<file path="src/line_sensor_position_tracker_macros.svh">
// assertion helpers shared by the tracker rtl
`ifndef LINE_SENSOR_POSITION_TRACKER_MACROS_SVH
`define LINE_SENSOR_POSITION_TRACKER_MACROS_SVH

// condition implies consequence in the same cycle
`define LSPT_ASSERT_NOW(lbl, clk, rst, ante, cons) \
  lbl: assert property (@(posedge clk) disable iff (rst) (ante) |-> (cons)) \
    else $error("lspt assertion failed");

// condition implies consequence in the next cycle
`define LSPT_ASSERT_NEXT(lbl, clk, rst, ante, cons) \
  lbl: assert property (@(posedge clk) disable iff (rst) (ante) |=> (cons)) \
    else $error("lspt assertion failed");

`endif

</file>
<file path="src/lspt_pkg.sv">
package lspt_pkg;

  localparam int SENSOR_BITS = 16;
  localparam int IDX_W       = $clog2(SENSOR_BITS);
  localparam int LEN_W       = $clog2(SENSOR_BITS + 1);
  localparam int CFG_W       = 5;
  localparam int POS_W       = 8;
  localparam int BYTE_W      = 8;
  localparam int IN_DATA_W   = 24;
  localparam int SUM_W       = 9;

  localparam logic [CFG_W-1:0] MAX_POINTS_RESET = 5'd7;

  // position = POS_SCALE*start + POS_HALF*(points-1) - POS_OFFSET
  localparam logic [SUM_W-1:0] POS_SCALE  = SUM_W'(150 / (SENSOR_BITS - 1));
  localparam logic [SUM_W-1:0] POS_HALF   = SUM_W'(75 / (SENSOR_BITS - 1));
  localparam logic [SUM_W-1:0] POS_OFFSET = SUM_W'(75);

  localparam logic KIND_FRAME = 1'b0;
  localparam logic KIND_DIR   = 1'b1;

  typedef logic [SENSOR_BITS-1:0] frame_t;
  typedef logic [IDX_W-1:0]       idx_t;
  typedef logic [LEN_W-1:0]       len_t;

  function automatic idx_t lowest_idx(input frame_t v);
    idx_t r;
    r = '0;
    for (int i = SENSOR_BITS - 1; i >= 0; i--) begin
      if (v[i]) r = idx_t'(i);
    end
    return r;
  endfunction

  function automatic idx_t highest_idx(input frame_t v);
    idx_t r;
    r = '0;
    for (int i = 0; i < SENSOR_BITS; i++) begin
      if (v[i]) r = idx_t'(i);
    end
    return r;
  endfunction

  function automatic idx_t abs_diff(input idx_t a, input idx_t b);
    return (a >= b) ? idx_t'(a - b) : idx_t'(b - a);
  endfunction

endpackage

</file>
<file path="src/line_sensor_position_tracker.sv">
// Line-sensor position tracker. Each frame beat (s_tuser = 0) carries 16 sensor bits; the
// block finds the runs of set bits, picks the lowest-starting run when following low or the
// highest-ending run otherwise, averages up to max_points bits at that edge and returns a
// signed position in -75..75 (m_tdata) with line_found on m_tuser; an empty frame gives
// position 0 and line_found 0. A steering beat (s_tuser = 1) sets the follow direction from
// s_tdata bit 16 and returns nothing. When one narrow run splits into several, the direction
// turns away from the run that moved farthest. Each frame beat passes the input register and
// then the result register; a new beat is taken every cycle while results are drained. The
// user must write max_points on the cfg channel only while idle; the block does not enforce it.
module line_sensor_position_tracker (
  input  logic                             clk,
  input  logic                             rst,
  input  logic                             s_tvalid,
  output logic                             s_tready,
  // low_byte [7:0], high_byte [15:8], prefer_high [16], zero fill [23:17]
  input  logic [lspt_pkg::IN_DATA_W-1:0]   s_tdata,
  // kind [0]
  input  logic                             s_tuser,
  output logic                             m_tvalid,
  input  logic                             m_tready,
  // position [7:0]
  output logic [lspt_pkg::POS_W-1:0]       m_tdata,
  // line_found [0]
  output logic                             m_tuser,
  input  logic                             cfg_valid,
  output logic                             cfg_ready,
  input  logic [lspt_pkg::CFG_W-1:0]       cfg_data
);
  import lspt_pkg::*;

  logic [CFG_W-1:0] max_points;
  logic             follow_low;
  logic             prev_single_run;
  idx_t             prev_run_start;
  len_t             prev_run_length;

  logic             s1_valid;
  logic             s1_kind;
  frame_t           s1_frame;
  logic             s1_prefer_high;
  logic             s1_adv;
  logic             out_free;

  frame_t           starts;
  frame_t           ends;
  logic             any_run;
  logic             one_run;
  logic             many_runs;
  idx_t             first_start;
  idx_t             first_end;
  idx_t             last_start;
  idx_t             last_end;
  len_t             first_len;
  len_t             last_len;
  idx_t             best_start;
  logic             fork_hit;
  logic             dir_low;
  logic [CFG_W-1:0] mp;
  len_t             p_first;
  len_t             p_last;
  len_t             points;
  idx_t             sel_start;
  logic [SUM_W-1:0] pos_sum;

  assign cfg_ready = 1'b1;

  assign out_free = !m_tvalid || m_tready;
  assign s1_adv   = s1_valid && (s1_kind == KIND_DIR || out_free);
  assign s_tready = !s1_valid || s1_adv;

  // run edges
  assign starts    = s1_frame & ~(s1_frame << 1);
  assign ends      = s1_frame & ~(s1_frame >> 1);
  assign any_run   = |starts;
  assign one_run   = $onehot(starts);
  assign many_runs = any_run && !one_run;

  always_comb begin
    first_start = lowest_idx(starts);
    first_end   = lowest_idx(ends);
    last_start  = highest_idx(starts);
    last_end    = highest_idx(ends);
    first_len   = len_t'(first_end) - len_t'(first_start) + len_t'(1);
    last_len    = len_t'(last_end) - len_t'(last_start) + len_t'(1);

    // farthest start is one of the outer runs; a tie keeps the lower one
    best_start = (abs_diff(last_start, prev_run_start) > abs_diff(first_start, prev_run_start))
               ? last_start : first_start;

    mp       = (max_points == '0) ? CFG_W'(1) : max_points;
    fork_hit = prev_single_run && many_runs &&
               ({1'b0, prev_run_length} <= ({1'b0, mp} + (CFG_W+1)'(1)));
    dir_low  = fork_hit ? (best_start >= prev_run_start) : follow_low;

    p_first = ({1'b0, first_len} < {1'b0, mp}) ? first_len : len_t'(mp);
    p_last  = ({1'b0, last_len} < {1'b0, mp}) ? last_len : len_t'(mp);

    if (dir_low) begin
      points    = p_first;
      sel_start = first_start;
    end else begin
      points    = p_last;
      sel_start = idx_t'(len_t'(last_end) - p_last + len_t'(1));
    end

    pos_sum = POS_SCALE * SUM_W'(sel_start) + POS_HALF * SUM_W'(points - len_t'(1))
            - POS_OFFSET;
  end

  always_ff @(posedge clk) begin
    if (rst) begin
      max_points <= MAX_POINTS_RESET;
    end else if (cfg_valid && cfg_ready) begin
      max_points <= cfg_data;
    end
  end

  always_ff @(posedge clk) begin
    if (rst) begin
      s1_valid <= 1'b0;
    end else if (s_tready) begin
      s1_valid <= s_tvalid;
    end
  end

  always_ff @(posedge clk) begin
    if (s_tvalid && s_tready) begin
      s1_kind        <= s_tuser;
      s1_frame       <= frame_t'(s_tdata[2*BYTE_W-1:0]);
      s1_prefer_high <= s_tdata[2*BYTE_W];
    end
  end

  always_ff @(posedge clk) begin
    if (rst) begin
      follow_low      <= 1'b1;
      prev_single_run <= 1'b0;
      prev_run_start  <= '0;
      prev_run_length <= '0;
    end else if (s1_adv) begin
      if (s1_kind == KIND_DIR) begin
        follow_low <= !s1_prefer_high;
      end else begin
        follow_low      <= dir_low;
        prev_single_run <= one_run;
        prev_run_start  <= one_run ? first_start : idx_t'(0);
        prev_run_length <= one_run ? first_len : len_t'(0);
      end
    end
  end

  always_ff @(posedge clk) begin
    if (rst) begin
      m_tvalid <= 1'b0;
    end else if (s1_adv && s1_kind == KIND_FRAME) begin
      m_tvalid <= 1'b1;
    end else if (m_tready) begin
      m_tvalid <= 1'b0;
    end
  end

  always_ff @(posedge clk) begin
    if (s1_adv && s1_kind == KIND_FRAME) begin
      m_tdata <= any_run ? POS_W'(pos_sum) : '0;
      m_tuser <= any_run;
    end
  end

`include "line_sensor_position_tracker_macros.svh"

  `LSPT_ASSERT_NOW(a_empty_zero, clk, rst, m_tvalid && !m_tuser, m_tdata == '0)
  `LSPT_ASSERT_NOW(a_pos_range, clk, rst, m_tvalid && m_tuser, $signed(m_tdata) >= -8'sd75 && $signed(m_tdata) <= 8'sd75)
  `LSPT_ASSERT_NEXT(a_dir_write, clk, rst, s1_adv && s1_kind == KIND_DIR, follow_low == !$past(s1_prefer_high))
  `LSPT_ASSERT_NEXT(a_hold_stage, clk, rst, s1_valid && !s1_adv, s1_valid && $stable(s1_frame))

endmodule
</file>
<file path="config.mk">
export PLATFORM = sky130hd
export DESIGN_NAME = line_sensor_position_tracker
export DESIGN_NICKNAME = d
export VERILOG_FILES = /design/src/lspt_pkg.sv /design/src/line_sensor_position_tracker.sv
export VERILOG_INCLUDE_DIRS = /design/src /design/src/src
export SDC_FILE = /design/constraint.sdc
export NUM_CORES = 1
export LEC_CHECK = 0
export BUFFER_PORTS_ARGS = -buffer_cell sky130_fd_sc_hd__buf_2
export CAP_MARGIN = 10
export CELL_PAD_IN_SITES_DETAIL_PLACEMENT = 0
export CELL_PAD_IN_SITES_GLOBAL_PLACEMENT = 1
export CORE_MARGIN = 2
export CORE_UTILIZATION = 47
export CTS_CLUSTER_DIAMETER = 60
export DETAILED_ROUTE_END_ITERATION = 7
export HOLD_SLACK_MARGIN = 0.12
export PLACE_DENSITY = 0.8
export SYNTH_ARGS = -nofsm -noshare
export SYNTH_HDL_FRONTEND = slang
export SYNTH_SLANG_ARGS = --single-unit
</file>
<file path="constraint.sdc">
create_clock -name clk -period 12.5 [get_ports clk]
set_input_delay 1.25 -clock clk [delete_from_list [all_inputs] [get_ports clk]]
set_output_delay 1.25 -clock clk [all_outputs]
set_load 0.02 [all_outputs]
</file>
==> results.json, run 1 <==
{
  "wire_per_inst_um": 14.54,
  "finalHoldViolCount": 0,
  "vias": 3912,
  "cts_buffers": 5,
  "crit_path_start_kind": "register",
  "drc": 0,
  "rr_worst_depth": 40,
  "cts.clk_slew.worst_paths_ps": 90,
  "multiInputGateArea_um2": 3463,
  "holdPathStages": 2,
  "cpPeakStageDelay_ps": 580,
  "cts_tree": "built",
  "grt_pass1_wl_um": 18330,
  "synth_cells": 559,
  "tightest_slew_ps": 1195,
  "die_w_um": 107.1,
  "synthTopCellsByArea": "ha_1, edfxtp_1, fa_1, dfxtp_1, inv_1",
  "critPathLaunch": "s1_frame[3]",
  "drt_first_pass_iters": 4,
  "clockBufferDepth": 2,
  "antenna_found_initial": 0,
  "postCtsHoldBufs": 0,
  "h-tree-depth": 2,
  "grt_overflow": 0,
  "ys_ff_latch": 45,
  "slew_violations": 0,
  "dp_hpwl_um": 8726,
  "cts.sinks": 45,
  "max_freq_ghz": 0.09729,
  "ant_nets": 0,
  "worstReg2RegEnd": "m_tdata[7]",
  "start_util_pct": 48.43,
  "syn_area_um2": 5000,
  "layout.nets": 726,
  "nFillCells": 979,
  "port_buffers": 38,
  "clk_latency_ps": 300,
  "fin_cells": 727,
  "ys_types": 58,
  "period_minus_slack_ps": 10280,
  "cts.repair.resized": 0,
  "relSlewSlack_pct": 19.73,
  "globalplace.congestion": 0.8823,
  "yosysMostFrequentCell": "inv_1",
  "post-route-period-util_pct": 82.22,
  "cts_setup_buffers": 0,
  "routed_wl_um": 10570,
  "die_area_um2": 11480,
  "drt_iter0_drc": 155,
  "synth_edf_count": 27,
  "grt_max_degree": 19,
  "grt_pass1_vias": 3869,
  "fin_skew_ps": 7.844,
  "cp_max_fo": 9,
  "r2r_slack_ps": 2220,
  "cp-end-kind": "register",
  "avgSynthCellArea_um2": 8.944,
  "syn_nets": 695,
  "seqCellArea_um2": 1171,
  "post_route_cells_drive_above_1_share_pct": 10.15,
  "rows": 37,
  "cts_root_buf": "clkbuf_8",
  "rsz0062_at_grt": "false",
  "dp_cells": 719,
  "max_cap_violations": 0,
  "ys_warn_count": 0,
  "crit_type": "register to register",
  "yosysSeqAreaShare_pct": 23.42,
  "ys_top_cells_by_count": "inv_1, ha_1, nor2_1, a21oi_1, nand2_1",
  "p_leak_nw": 2.499,
  "synthFlopType": "edfxtp_1",
  "tns_ps": 0,
  "chipHeight_um": 107.1,
  "async_flop_share_pct": 0,
  "syn_to_final_growth_pct": 8.283,
  "hold_end": "prev_single_run",
  "required_ps": 12550,
  "slowest_stage": "a21oi_1",
  "vias_per_cell": 5.381,
  "cp_common_cell": "ha_1",
  "powerDensity_nw_per_um2": 209.4,
  "grtUsageTotal_pct": 19.93,
  "n_antenna_cell": 0,
  "yosysTopAreaCellShare_pct": 19.52,
  "setup_viol": 0,
  "ir_drop_uv": 171.8,
  "hp-start": "prev_single_run",
  "min_path_type": "register to register",
  "cp.arrival_ps": 10320,
  "timing.rr.start": "s1_frame[3]",
  "core_area_um2": 10320,
  "pin_count": 47,
  "synth_area_leader_cell": "ha_1",
  "outcome": "finished, final reports clean"
}
cell families (layout without fill, tap and decap cells):
logic type	after synthesis	count (layout)	synth area share, %
AND/OR/NAND/NOR	149	149	14.81
other	1	1	0.07500
AO/OA/AOI/OAI	116	116	15.49
adder cells (fa/ha/maj)	101	101	28.73
flip-flops	45	45	23.42
buffers and inverters	94	126	7.307
multiplexers	22	22	4.730
XOR/XNOR	31	31	5.430
routing by layer:
metal  wire (µm)  track usage, %  part of all wire [%]  vias to the layer above
met2        4945           33.73                    47                       71
met5           0               0                     0                        -
met3         327           2.432                   3.1                        5
li1            -               -                     -                     1998
met4          68           3.154                  0.64                        0
met1        5229           27.81                    49                     1838
through the flow:
step                worst slack (ps)  hold slack (ps)  util [%]  total power (W)  cell area (µm²)
global placement                2528            469.3     51.33         0.001008             5299
floorplan                       3438            450.1         -        0.0008903             5000
CTS                             2218            497.0     52.44         0.001150             5414
finish                          2222            499.2     52.44         0.001134             5414
global route                    1604            561.6     52.44         0.001285             5414
detailed placement              2310            475.9     51.33         0.001035             5299
cells in the final DEF (no fill, tap or decap), types with 7 or more instances in the layout:
cell and instances:
inv_1 79, ha_1 78, nor2_1 50, buf_2 38, a21oi_1 37, nand2_1 33
edfxtp_1 27, fa_1 23, o21ai_0 19, mux2i_1 18, xnor2_1 18, dfxtp_1 18
nand2b_1 16, nor2b_1 13, xor2_1 13, a21o_1 10, nand3_1 9, a22oi_1 9
nor3_1 7
flip-flops by register name, indices dropped and copies added (netlist names):
name / count
s1_prefer_high: 1
prev_run_start: 4
follow_low: 1
m_tvalid: 1
s1_kind: 1
m_tuser: 1
prev_run_length: 5
s1_frame: 16
m_tdata: 8
max_points: 5
s1_valid: 1
prev_single_run: 1
cell type report:
| class | count | area share, % |
|---|---|---|
| repair buffers | 39 | 3.651 |
| clock inverters | 1 | 0.1387 |
| well taps | 136 | 3.143 |
| inverters | 79 | 5.477 |
| multi-input cells | 420 | 63.97 |
| clock buffers | 7 | 1.988 |
| flip-flops and latches | 45 | 21.63 |
worst max-delay path, delay by kind of cell, from the launching register on:
family	cells	cell delay, ps
mux	2	630
simple gates	4	920
xor+xnor	7	1250
fa+ha+maj	14	4630
compound gates	6	1370
buf+inv	7	670
flops	1	520
power by group:
group | total [W] | internal [W] | switching (W)
Clock | 0.000109 | 0.0000570 | 0.0000523
Sequential | 0.000227 | 0.000216 | 0.0000105
Combinational | 0.000798 | 0.000368 | 0.000429
worst max-delay path by stage:
stage,cells past startpoint,endpoint,slack (ps)
final,40,m_tdata[7],2220
after global routing,40,m_tdata[7],1600
after CTS,40,m_tdata[7],2220
after detailed placement,40,m_tdata[7],2310
after global placement,40,m_tdata[7],2530
after floorplan,41,m_tdata[7],3440
Power figures use the tool's default switching activity.
==> inputs of run 2 (changes only) <==
ABC_AREA = 1   (was unset)
CORE_UTILIZATION = 41   (was 47)
PLACE_DENSITY = 0.76   (was 0.8)
clock period = 9.1 ns   (was 12.5 ns; I/O delays follow)
==> run 2 against run 1 <==
  * Count of clock-buffer cells in the layout unchanged
  * Synthesized cell count increased by 21%
  * Synthesized area increased by 2.9%
  * Global-route usage decreased by 1.9 points
  * First-iteration DRC count increased by 23%
  * Flip-flop and latch count unchanged
  * Register-to-register slack got worse by 1600 ps
  * Sequential share of layout area decreased by 1.6 points
  * Worst hold slack got worse by 33 ps
  * Sequential power increased by 30%
  * Largest cell class unchanged
  * Highest routed layer unchanged
==> results.json, run 2 <==
{
  "outcome": "finished, final reports clean",
  "rr_worst_depth": 45,
  "die_area_um2": 13450,
  "vias_per_cell": 4.708,
  "post_route_cells_drive_above_1_share_pct": 16.21,
  "cts_tree": "built",
  "syn_nets": 810,
  "timing.rr.start": "s1_frame[2]",
  "cp_max_fo": 5,
  "syn_to_final_growth_pct": 13.77,
  "hp-start": "prev_run_start[3]",
  "fin_skew_ps": 10.02,
  "yosysTopAreaCellShare_pct": 18.98,
  "largest_reg_flops": 16,
  "rows": 40,
  "core_area_um2": 12110,
  "tightest_slew_ps": 1036,
  "synth_edf_count": 27,
  "syn_area_um2": 5142,
  "drt_iter0_drc": 190,
  "dp_hpwl_um": 9438,
  "ys_warn_count": 0,
  "synth_area_leader_cell": "ha_1",
  "drt_first_pass_iters": 4,
  "finalHoldViolCount": 0,
  "die_w_um": 116.0,
  "cts_root_buf": "clkbuf_16",
  "clockBufferDepth": 2,
  "reg_top3": "s1_frame: 16 flops, m_tdata: 8 flops",
  "crit_type": "register to register",
  "post-route-period-util_pct": 93.13,
  "grtUsageTotal_pct": 18.04,
  "ys_ff_latch": 45,
  "ant_nets": 0,
  "cts.sinks": 45,
  "async_flop_share_pct": 0,
  "routed_wl_um": 11000,
  "avgSynthCellArea_um2": 7.630,
  "ys_types": 41,
  "ir_drop_uv": 155.8,
  "clk_latency_ps": 300,
  "min_path_type": "register to register",
  "drc": 0,
  "cp-end-kind": "register",
  "synthTopCellsByArea": "ha_1, edfxtp_1, inv_1, nand2_1, fa_1",
  "final_common_cell": "inv_1",
  "cts_buffers": 5,
  "yosysSeqAreaShare_pct": 22.77,
  "crit_path_start_kind": "register",
  "wire_per_inst_um": 12.27,
  "max_freq_ghz": 0.1180,
  "relSlewSlack_pct": 30.69,
  "most-common-layout-cells": "inv_1, nand2_1, ha_1, a21oi_1, buf_2",
  "antenna_found_initial": 0,
  "n_antenna_cell": 0,
  "period_minus_slack_ps": 8475,
  "dp_cells": 883,
  "regMostFlops": "s1_frame",
  "start_util_pct": 42.46,
  "cts.clk_slew.worst_paths_ps": 60,
  "critPathLaunch": "s1_frame[2]",
  "p_leak_nw": 3.086,
  "slew_violations": 0,
  "setup_viol": 0,
  "pin_count": 47,
  "cpPeakStageDelay_ps": 570,
  "h-tree-depth": 2,
  "max_cap_violations": 0,
  "p_total_w": 0.001647,
  "grt_pass1_wl_um": 19040,
  "yosysMostFrequentCell": "inv_1",
  "grt_max_degree": 19,
  "grt_overflow": 0,
  "vias": 4218,
  "synth_cells": 674,
  "chipHeight_um": 116.0,
  "globalplace.congestion": 0.8734,
  "cp.arrival_ps": 8530,
  "required_ps": 9150,
  "slowest_stage": "fa_1",
  "cp_common_cell": "ha_1",
  "holdPathStages": 2,
  "port_buffers": 38,
  "ys_top_cells_by_count": "inv_1, nand2_1, ha_1, a21oi_1, nor2_1",
  "synthFlopType": "edfxtp_1",
  "powerDensity_nw_per_um2": 281.6,
  "nFillCells": 1203,
  "fin_cells": 896,
  "grt_pass1_vias": 4074,
  "layout.nets": 863
}
run 2: cell count changes after synthesis, moves of 13 or more:
| cell | delta |
|---|---|
| nand3_1 | +13 |
| mux2i_1 | -15 |
| nand2b_1 | -16 |
| nand2_1 | +104 |
| nor2b_1 | -13 |
| xnor2_1 | -13 |
| inv_1 | +61 |
| o21ai_0 | +16 |
run 2: layout make-up:
type                    count  area (µm²)  share of cell area [%]
clock buffers               7       142.6                   2.438
repair buffers             49       272.8                   4.662
clock inverters             1       30.03                  0.5133
flip-flops and latches     45        1171                   20.02
inverters                 151       566.8                   9.688
multi-input cells         475        3457                   59.09
well taps                 168       210.2                   3.593
run 2: kinds of logic after synthesis:
kind of cell,after synthesis,share of synthesized area [%]
simple gates,236,21.51
buf+inv,155,11.53
compound gates,112,12.02
fa+ha+maj,101,27.93
flops,45,22.77
xor+xnor,21,3.577
mux,3,0.5840
other cells,1,0.07292
run 2: repair_timing:
| action | 4_1_cts | 5_1_grt |
|---|---|---|
| setup endpoints to repair | 0 | 2 |
| buffers inserted | 0 | 4 |
| hold buffers | 0 | 0 |
| gates resized for setup | 0 | 21 |
run 2: worst paths after layout:
kind | endpoint | slack [ps]
setup / recovery | m_tdata[7] | 620
hold / removal | prev_run_start[3] | 470
setup reg to reg | m_tdata[7] | 620
hold reg to reg | prev_run_start[3] | 470
run 2: critical path: cells and delay by family (launching register included):
kind / cells / cell delay (ps)
xor+xnor: 5 / 890
buf+inv: 8 / 440
simple gates: 13 / 1420
flops: 1 / 430
compound gates: 5 / 650
fa+ha+maj: 14 / 4420
run 2: metrics by stage:
step           setup WS (ps)  area (µm²)  hold WS [ps]  util, %  TNS [ps]
2_1_floorplan          835.6        5142         439.3        -         0
3_3_place_gp           429.4        5575         452.7    46.03         0
3_5_place_dp           318.0        5575         460.5    46.03         0
4_1_cts                313.4        5748         469.8    47.46         0
5_1_grt               -9.886        5851         485.3    48.31    -9.886
6_report               624.8        5851         466.2    48.31         0
run 2: routing by layer:
| layer | up-vias | share of wire (%) | global-route usage, % |
|---|---|---|---|
| met4 | 0 | 1.5 | 5.159 |
| li1 | 2254 | - | - |
| met3 | 12 | 3.0 | 2.877 |
| met1 | 1888 | 49 | 24.16 |
| met2 | 64 | 47 | 30.21 |
| met5 | - | 0 | 0 |
run 2: power by group:
| group | internal [W] | switching (W) |
|---|---|---|
| Clock | 0.000137 | 0.0000784 |
| Combinational | 0.000473 | 0.000663 |
| Sequential | 0.000286 | 0.0000102 |
